[src/rtl/kdr_pkg.sv]
// Shared types, constants and helpers for the keypad qualifier
package kdr_pkg;

  localparam int QUEUE_DEPTH_DEF = 16;

  localparam int MATRIX_W  = 9;
  localparam int KEY_W     = 4;
  localparam int CODE_W    = 8;
  localparam int CFG_IDX_W = 2;

  localparam logic [CFG_IDX_W-1:0] CFG_STABLE_TICKS  = 2'd0;
  localparam logic [CFG_IDX_W-1:0] CFG_REPEAT_TICKS  = 2'd1;
  localparam logic [CFG_IDX_W-1:0] CFG_REPEAT_OFFSET = 2'd2;

  localparam logic [CODE_W-1:0] STABLE_TICKS_RST  = 8'd4;
  localparam logic [CODE_W-1:0] REPEAT_TICKS_RST  = 8'd50;
  localparam logic [CODE_W-1:0] REPEAT_OFFSET_RST = 8'd16;

  localparam logic REQ_TICK = 1'b0;
  localparam logic REQ_READ = 1'b1;

  typedef struct packed {
    logic [CODE_W-1:0] stable_ticks;
    logic [CODE_W-1:0] repeat_ticks;
    logic [CODE_W-1:0] repeat_offset;
  } cfg_t;

  // pushes asked for by one tick: press code first, repeat code second
  typedef struct packed {
    logic              press;
    logic              repeat_push;
    logic [CODE_W-1:0] press_code;
    logic [CODE_W-1:0] repeat_code;
  } push_req_t;

  typedef struct packed {
    logic has_key;
    logic dropped;
  } fifo_status_t;

  // lowest-numbered pressed key, 1..9, or 0 for none
  function automatic logic [KEY_W-1:0] key_of(input logic [MATRIX_W-1:0] m);
    logic [KEY_W-1:0] k;
    k = '0;
    for (int i = MATRIX_W - 1; i >= 0; i--) begin
      if (m[i]) k = KEY_W'(i + 1);
    end
    return k;
  endfunction

endpackage

[src/rtl/keypad_debounce_repeat_fifo.sv]
// Pipeline: an accepted word is held in stage s1, then in the result register at out_valid.
// Throughput: one word per cycle while out_stall is low; a tick that queues both a press
//   and a repeat code holds the input while the queue's write port is busy.
// Reset (rst, synchronous): control state and pointers clear, registers take their
//   defaults; queue storage is not cleared, entries are read only after written.
module keypad_debounce_repeat_fifo #(
  parameter int QUEUE_DEPTH = kdr_pkg::QUEUE_DEPTH_DEF,
  localparam int CNT_W = $clog2(QUEUE_DEPTH + 1)
) (
  input  logic                          clk,
  input  logic                          rst,
  input  logic                          in_valid,
  output logic                          in_stall,
  input  logic                          req_type,
  input  logic [kdr_pkg::MATRIX_W-1:0]  key_matrix,
  output logic                          out_valid,
  input  logic                          out_stall,
  output logic                          has_key,
  output logic [kdr_pkg::CODE_W-1:0]    key_code,
  output logic [CNT_W-1:0]              queue_level,
  output logic                          dropped,
  input  logic                          cfg_valid,
  output logic                          cfg_ready,
  input  logic [kdr_pkg::CFG_IDX_W-1:0] cfg_index,
  input  logic [kdr_pkg::CODE_W-1:0]    cfg_data
);

  kdr_pkg::cfg_t cfg;

  logic                         s1_valid;
  logic                         s1_req;
  logic [kdr_pkg::MATRIX_W-1:0] s1_matrix;

  logic             res_valid;
  logic             res_has_key;
  logic             res_dropped;
  logic [CNT_W-1:0] res_level;

  logic                       advance, accept, busy;
  kdr_pkg::push_req_t         push;
  kdr_pkg::fifo_status_t      status;
  logic [CNT_W-1:0]           level_next;
  logic [kdr_pkg::CODE_W-1:0] rd_data;

  assign advance  = s1_valid && !busy && (!res_valid || !out_stall);
  assign in_stall = s1_valid && !advance;
  assign accept   = in_valid && !in_stall;
  assign cfg_ready = 1'b1;

  always_ff @(posedge clk) begin
    if (rst) begin
      cfg.stable_ticks  <= kdr_pkg::STABLE_TICKS_RST;
      cfg.repeat_ticks  <= kdr_pkg::REPEAT_TICKS_RST;
      cfg.repeat_offset <= kdr_pkg::REPEAT_OFFSET_RST;
    end else if (cfg_valid && cfg_ready) begin
      case (cfg_index)
        kdr_pkg::CFG_STABLE_TICKS:  cfg.stable_ticks  <= cfg_data;
        kdr_pkg::CFG_REPEAT_TICKS:  cfg.repeat_ticks  <= cfg_data;
        kdr_pkg::CFG_REPEAT_OFFSET: cfg.repeat_offset <= cfg_data;
        default: ;
      endcase
    end
  end

  always_ff @(posedge clk) begin
    if (rst) begin
      s1_valid <= 1'b0;
    end else if (accept) begin
      s1_valid <= 1'b1;
    end else if (advance) begin
      s1_valid <= 1'b0;
    end
  end

  always_ff @(posedge clk) begin
    if (accept) begin
      s1_req    <= req_type;
      s1_matrix <= key_matrix;
    end
  end

  kdr_scan u_scan (
    .clk        (clk),
    .rst        (rst),
    .tick       (advance && (s1_req == kdr_pkg::REQ_TICK)),
    .key_matrix (s1_matrix),
    .cfg        (cfg),
    .push       (push)
  );

  kdr_fifo #(
    .QUEUE_DEPTH (QUEUE_DEPTH)
  ) u_fifo (
    .clk        (clk),
    .rst        (rst),
    .advance    (advance),
    .req_type   (s1_req),
    .push       (push),
    .status     (status),
    .level_next (level_next),
    .rd_data    (rd_data),
    .busy       (busy)
  );

  always_ff @(posedge clk) begin
    if (rst) begin
      res_valid <= 1'b0;
    end else if (advance) begin
      res_valid <= 1'b1;
    end else if (!out_stall) begin
      res_valid <= 1'b0;
    end
  end

  always_ff @(posedge clk) begin
    if (advance) begin
      res_has_key <= status.has_key;
      res_dropped <= status.dropped;
      res_level   <= level_next;
    end
  end

  assign out_valid   = res_valid;
  assign has_key     = res_has_key;
  assign key_code    = res_has_key ? rd_data : '0;
  assign queue_level = res_level;
  assign dropped     = res_dropped;

endmodule

[src/rtl/kdr_scan.sv]
// Key encoder, debounce counter and auto-repeat decision
module kdr_scan (
  input  logic                        clk,
  input  logic                        rst,
  input  logic                        tick,
  input  logic [kdr_pkg::MATRIX_W-1:0] key_matrix,
  input  kdr_pkg::cfg_t               cfg,
  output kdr_pkg::push_req_t          push
);

  logic [kdr_pkg::KEY_W-1:0]  last_code, last_code_next;
  logic [kdr_pkg::CODE_W-1:0] hold_count, hold_count_next;
  logic [kdr_pkg::KEY_W-1:0]  code;
  logic                       same;
  logic                       at_repeat;

  always_comb begin
    code       = kdr_pkg::key_of(key_matrix);
    same       = (code != '0) && (code == last_code);
    at_repeat  = hold_count >= cfg.repeat_ticks;

    push.press       = same && (hold_count == cfg.stable_ticks);
    push.repeat_push = same && at_repeat;
    push.press_code  = kdr_pkg::CODE_W'(code);
    push.repeat_code = kdr_pkg::CODE_W'(code) + cfg.repeat_offset;

    last_code_next  = last_code;
    hold_count_next = hold_count;
    if (code == '0) begin
      last_code_next  = '0;
      hold_count_next = '0;
    end else if (same) begin
      // count stops at the repeat threshold, so it never wraps
      if (!at_repeat) hold_count_next = hold_count + 1'b1;
    end else begin
      last_code_next  = code;
      hold_count_next = '0;
    end
  end

  always_ff @(posedge clk) begin
    if (rst) begin
      last_code  <= '0;
      hold_count <= '0;
    end else if (tick) begin
      last_code  <= last_code_next;
      hold_count <= hold_count_next;
    end
  end

endmodule

[src/rtl/kdr_fifo.sv]
// Ring queue of key codes with a single write port
module kdr_fifo #(
  parameter int QUEUE_DEPTH = kdr_pkg::QUEUE_DEPTH_DEF,
  localparam int PTR_W = (QUEUE_DEPTH > 1) ? $clog2(QUEUE_DEPTH) : 1,
  localparam int CNT_W = $clog2(QUEUE_DEPTH + 1)
) (
  input  logic                       clk,
  input  logic                       rst,
  input  logic                       advance,
  input  logic                       req_type,
  input  kdr_pkg::push_req_t         push,
  output kdr_pkg::fifo_status_t      status,
  output logic [CNT_W-1:0]           level_next,
  output logic [kdr_pkg::CODE_W-1:0] rd_data,
  output logic                       busy
);

  logic [kdr_pkg::CODE_W-1:0] key_queue [QUEUE_DEPTH];

  logic [PTR_W-1:0] write_ptr, write_ptr_next;
  logic [PTR_W-1:0] read_ptr, read_ptr_next;
  logic [CNT_W-1:0] fill_count;
  logic [CNT_W-1:0] fill_after_press;

  logic                       pend;
  logic [PTR_W-1:0]           pend_addr;
  logic [kdr_pkg::CODE_W-1:0] pend_data;

  logic                       is_read, pop_ok, press_ok, repeat_ok, both_ok;
  logic [PTR_W-1:0]           wp_plus1;
  logic                       wr_en;
  logic [PTR_W-1:0]           wr_addr;
  logic [kdr_pkg::CODE_W-1:0] wr_data;

  function automatic logic [PTR_W-1:0] ptr_inc(input logic [PTR_W-1:0] p);
    return (p == PTR_W'(QUEUE_DEPTH - 1)) ? '0 : p + 1'b1;
  endfunction

  always_comb begin
    is_read          = (req_type == kdr_pkg::REQ_READ);
    pop_ok           = is_read && (fill_count != '0);
    press_ok         = !is_read && push.press && (fill_count < CNT_W'(QUEUE_DEPTH));
    fill_after_press = fill_count + CNT_W'(press_ok);
    repeat_ok        = !is_read && push.repeat_push &&
                       (fill_after_press < CNT_W'(QUEUE_DEPTH));
    both_ok          = press_ok && repeat_ok;
    wp_plus1         = ptr_inc(write_ptr);

    status.has_key = pop_ok;
    status.dropped = !is_read && ((push.press && !press_ok) ||
                                  (push.repeat_push && !repeat_ok));

    if (pop_ok)
      level_next = fill_count - 1'b1;
    else
      level_next = fill_after_press + CNT_W'(repeat_ok);

    read_ptr_next  = pop_ok ? ptr_inc(read_ptr) : read_ptr;
    write_ptr_next = both_ok ? ptr_inc(wp_plus1) :
                     (press_ok || repeat_ok) ? wp_plus1 : write_ptr;

    // a deferred second code owns the write port while pend is set
    if (pend) begin
      wr_en   = 1'b1;
      wr_addr = pend_addr;
      wr_data = pend_data;
    end else begin
      wr_en   = advance && (press_ok || repeat_ok);
      wr_addr = write_ptr;
      wr_data = press_ok ? push.press_code : push.repeat_code;
    end
  end

  assign busy = pend;

  always_ff @(posedge clk) begin
    if (rst) begin
      write_ptr  <= '0;
      read_ptr   <= '0;
      fill_count <= '0;
      pend       <= 1'b0;
    end else begin
      pend <= advance && both_ok;
      if (advance) begin
        write_ptr  <= write_ptr_next;
        read_ptr   <= read_ptr_next;
        fill_count <= level_next;
      end
    end
  end

  always_ff @(posedge clk) begin
    if (advance) begin
      pend_addr <= wp_plus1;
      pend_data <= push.repeat_code;
    end
  end

  always_ff @(posedge clk) begin
    if (wr_en) key_queue[wr_addr] <= wr_data;
  end

  always_ff @(posedge clk) begin
    if (advance && pop_ok) rd_data <= key_queue[read_ptr];
  end

endmodule

[config.mk]
export PLATFORM = sky130hd
export DESIGN_NAME = keypad_debounce_repeat_fifo
export DESIGN_NICKNAME = d
export VERILOG_FILES = /design/src/rtl/kdr_pkg.sv /design/src/rtl/keypad_debounce_repeat_fifo.sv /design/src/rtl/kdr_scan.sv /design/src/rtl/kdr_fifo.sv
export SDC_FILE = /design/constraint.sdc
export NUM_CORES = 1
export LEC_CHECK = 0
export BUFFER_PORTS_ARGS = -buffer_cell sky130_fd_sc_hd__buf_2
export CORE_MARGIN = 2
export CORE_UTILIZATION = 30
export DETAILED_ROUTE_END_ITERATION = 6
export GPL_TIMING_DRIVEN = 1
export PLACE_DENSITY = 0.56
export SYNTH_ARGS = -nofsm -noshare
export SYNTH_HDL_FRONTEND = slang
export SYNTH_SLANG_ARGS = --single-unit
[constraint.sdc]
create_clock -name clk -period 5.7 [get_ports clk]
set_input_delay 0.57 -clock clk [delete_from_list [all_inputs] [get_ports clk]]
set_output_delay 0.57 -clock clk [all_outputs]
set_load 0.03 [all_outputs]
==> results.md <==
Clocking:
- In this run, post-CTS repair resized a total of 0 instances.
- Clock-pin slew was measured on the worst setup and hold paths at 0.06 ns.
- The clock passes through at most 3 buffers.
- The number of clock sinks is 217.
- The total CTS buffers is 24.
- CTS placed an instance of clkbuf_16 at the clock tree root.
- The post-cts hold buffer count is 0.
- The number of buffers inserted to repair setup after CTS is 0.
- TritonCTS built the clock tree.
- In this run the number of H-tree levels came out at 1.
- Clock latency on the worst-skew pair, taken at its later pin, is 0.51 ns.

STA:
- The ratio of final minimum period to clock period is 87.7%.
- The achievable frequency is 0.200 GHz.
- The largest clock skew in the final design is 0.0120 ns.
- After layout, the worst setup slack is 0.700 ns.
- The count of final hold-check violations is 0.
- The normalized max-slew margin is 32.1%.
- Setup repair after global routing left no endpoint under its margin.
- The number of pins with negative max-slew slack in the final report is 0.
- The sum of negative setup slack is 0 ns.
- Setup violations remaining at the end of the flow were counted as 0.
- At the pin with the least slew margin, the transition time is 1.01 ns.
- The routed design could run at a clock period as short as 5.00 ns.

Min path:
- The tightest min-delay check is of the input pin to register type.
- In this run the most critical hold path is launched from key_matrix[3].
- The count of cells along the worst hold path is 1.
- The end point of the most critical hold path is s1_matrix[3]$_DFFE_PP_.

Synth:
- Multiplexer cells account for 12.3% of the synthesized area.
- After synthesis, the largest family of logic cells by area is multiplexers.
- The proportion of register bits with asynchronous set or reset after synthesis is 0%.
- After synthesis, the cell types taking the most area are edfxtp_1 52%, dfxtp_1 11%, mux4_2 9.5%.
- Of all cell types, the one taking the most synthesized area is edfxtp_1.
- The Yosys step of the flow raised 0 warnings.
- The synthesized netlist occupies a cell area of 9480 sq um.
- Counting flops with a built-in enable in the synthesized netlist gives 165.
- Summing the areas of all compound-gate instances in the mapped netlist gives 6.25% of the synthesized area.
- The synthesized netlist devotes 2.77% of its cell area to XOR and XNOR gates.
- The distinct cell type count after synthesis is 61.
- In this run, synthesis produced a sequential element count of 217.
- In the synthesized netlist the dominant register cell turns out to be edfxtp_1.
- Of the total synthesized cell area, the portion taken by AND, OR, NAND and NOR gates is 9.99%.
- The top cell type by area accounts for 52.2% of the synthesized area.
- The synthesized netlist net count is 730.
- Dividing the synthesized area by the synthesized cell count gives 13.9 sq um.
- The most frequent cell after synthesis is edfxtp_1.
- Synthesis produced a netlist whose cell count is 683.
- The portion of the post-synthesis area used by sequential elements is 63.2%.
- Summing the areas of all fa, ha and maj instances in the mapped netlist gives 2.98% of the synthesized area.
- In the synthesized netlist, the cells that appear most often are 165 x edfxtp_1, 72 x nor2_1, 52 x dfxtp_1.

Global routing:
- The global-route wire length before repair is 31400 um.
- The number of global-route vias before repair is 5429.
- In the global route stage, overall resource usage came out at 12.2%.
- The remaining global-route overflow is 0.
- The initial antenna violation count came to 0.
- Entering global routing, the biggest net connects 40 pins.

Critical path:
- In this design, the stage delay of the slowest critical-path cell is 0.65 ns.
- The number of buffers and inverters on the critical path is 0.
- For the worst flop-to-flop path, the logic depth is 15.
- The critical path starts at u_scan.hold_count[1]$_SDFFE_PP0P_.
- STA classifies the critical path startpoint as a register.
- Traced cell by cell, the critical path runs through xnor2_1, nand4_1, or4_1, or2_1, o21ba_1, o211a_1, ha_1, ha_1, nand3_1, xnor2_1, nor3_1, o21ai_2, a211oi_2, a31oi_1, nor2_1.
- The launch point of the worst reg-to-reg path is u_scan.hold_count[1]$_SDFFE_PP0P_.
- The required time at the endpoint of the critical path is 5.83 ns.
- The worst register-to-register path ends at u_fifo.key_queue[7][0]$_DFFE_PP_.
- The type of the setup path with the least slack is register to register.
- The library cell contributing the largest single delay on the critical path is nor2_1.
- The worst setup path is captured at a register.
- In this run the worst path has a maximum fanout of 8.
- Data arrives at the worst endpoint at 5.13 ns.
- Broken down by cell family, the worst path's largest delay share belongs to simple AND/OR/NAND/NOR gates.
- The setup check on the worst reg-to-reg path leaves a slack of 0.70 ns.

Floorplanning:
- Measured along the y axis, the die boundary spans 182 um.
- The number of rows created at floorplan is 65.
- In this run the standard cell core region covers 31300 sq um.
- The starting density of the core is 30.3%.
- The horizontal die dimension is 182 um.
- The number of placed I/O pins is 43.
- The area enclosed by the die boundary is 33100 sq um.

Final layout:
- Cells with a size suffix above 1 make up 18.3% of the layout.
- Relative to the synthesized area, the layout overhead comes to 15.2%.
- The final cell count without fillers is 1145.
- The net count of the finished layout is 774.
- After filler insertion, the fill cell instance count of the layout stands at 3021.
- The number of antenna diodes is 0.

Routing:
- The average vias per placed instance is 4.76.
- The iteration-0 DRC count of the detailed router is 459.
- In this run the remaining antenna-violating nets after routing total 0.
- After detailed routing, the total wire length is 19900 um.
- The first detailed-routing pass took 4 iterations.
- Dividing the detail-routed wire length by the instance count gives 17.4 um.
- The final route contains 5455 vias.
- The detailed-route DRC error count is 0.

Power:
- The static leakage is 3.82 nW.
- The total power draw is 3.52 mW.
- Dividing total power by cell area gives a power density of 322 nW/um^2.
- The maximum vdd drop is 185 uV.

Place:
- The total instance count after detailed placement is 1103.
- The final weighted congestion in routability-driven placement is 0.813.
- The count of port buffers added during placement is 41.
- The setup slack after placement is 0.696 ns.
- Detailed placement ended at an HPWL of 13400 um.

Outcome:
- The run finished with clean final reports.

Job:
- The number of max-cap violations is 0.
cells by family after synthesis:
| group | count (synthesis) |
|---|---|
| AO/OA/AOI/OAI | 92 |
| multiplexers | 66 |
| adder cells (fa/ha/maj) | 22 |
| flip-flops | 217 |
| AND/OR/NAND/NOR | 196 |
| other | 1 |
| XOR/XNOR | 30 |
| buffers and inverters | 59 |
per-layer routing:
layer | global-route usage (%) | part of all wire [%] | routed length, um | vias up
met4 | 3.12 | 2.0 | 391 | 0
met2 | 19.3 | 45 | 8990 | 111
li1 | - | - | - | 2648
met5 | 0 | 0 | 0 | -
met3 | 1.74 | 4.0 | 798 | 25
met1 | 17.6 | 49 | 9700 | 2671
placed cells by master (no fill, tap or decap), types with 3 or more instances in the layout:
cell type,count
dfxtp_1,51
nor2b_1,5
and3_1,4
clkinv_1,4
or3_1,3
nor3_1,10
inv_1,26
nor3b_1,4
nand2_1,51
clkbuf_1,5
and2_1,11
nand3_1,8
o21a_1,4
edfxtp_1,165
a21oi_1,23
ha_1,21
bufinv_16,4
xor2_1,12
mux2i_1,25
buf_2,41
nand4_1,6
xnor2_1,18
clkbuf_16,24
a22oi_1,3
buf_4,10
nand2b_1,5
o21ai_0,19
mux4_2,40
o31ai_1,4
nor2_1,72
a31oi_1,8
nand3b_1,3
o21ai_1,10
sequential cells by signal, summed over array words and instances (netlist names):
register	count
cfg	24
out_valid	1
u_fifo.busy	1
u_fifo.pend_addr	4
s1_valid	1
has_key	1
dropped	1
u_fifo.key_queue	128
u_scan.last_code	4
u_fifo.fill_count	5
u_fifo.pend_data	8
s1_matrix	9
u_fifo.read_ptr	4
u_fifo.rd_data	8
s1_req	1
queue_level	5
u_scan.hold_count	8
u_fifo.write_ptr	4
final cells by class:
class	count	area [sq um]	area share, %
repair buffers	51	280	2.56
multi-input cells	407	3260	29.8
clock inverters	13	175	1.60
inverters	26	97.6	0.893
well taps	402	503	4.60
flip-flops and latches	217	6000	54.9
clock buffers	29	619	5.67
how the worst max path moves through the flow:
| stage | end | slack, ns | cells after the start |
|---|---|---|---|
| detailed placement | u_fifo.key_queue[7][5]$_DFFE_PP_ | 0.70 | 15 |
| global route | u_fifo.key_queue[7][0]$_DFFE_PP_ | 0.30 | 15 |
| global placement | u_fifo.key_queue[7][7]$_DFFE_PP_ | 0.84 | 15 |
| CTS | u_fifo.key_queue[7][5]$_DFFE_PP_ | 0.67 | 15 |
| floorplan | u_fifo.key_queue[1][0]$_DFFE_PP_ | 1.49 | 16 |
| finish | u_fifo.key_queue[7][0]$_DFFE_PP_ | 0.70 | 15 |
stage by stage:
step | hold WS (ns) | util [%] | instance area, sq um
floorplan | 0.460 | - | 9480
global placement | 0.470 | 32.4 | 10100
detailed placement | 0.475 | 32.4 | 10100
CTS | 0.216 | 34.9 | 10900
global route | 0.218 | 34.9 | 10900
finish | 0.238 | 34.9 | 10900
report_power, final:
part / internal, mW / switching, mW
clock: 0.953 / 0.609
combinational: 0.0713 / 0.132
sequential: 1.74 / 0.0186
(Power assumes the default switching activity.)
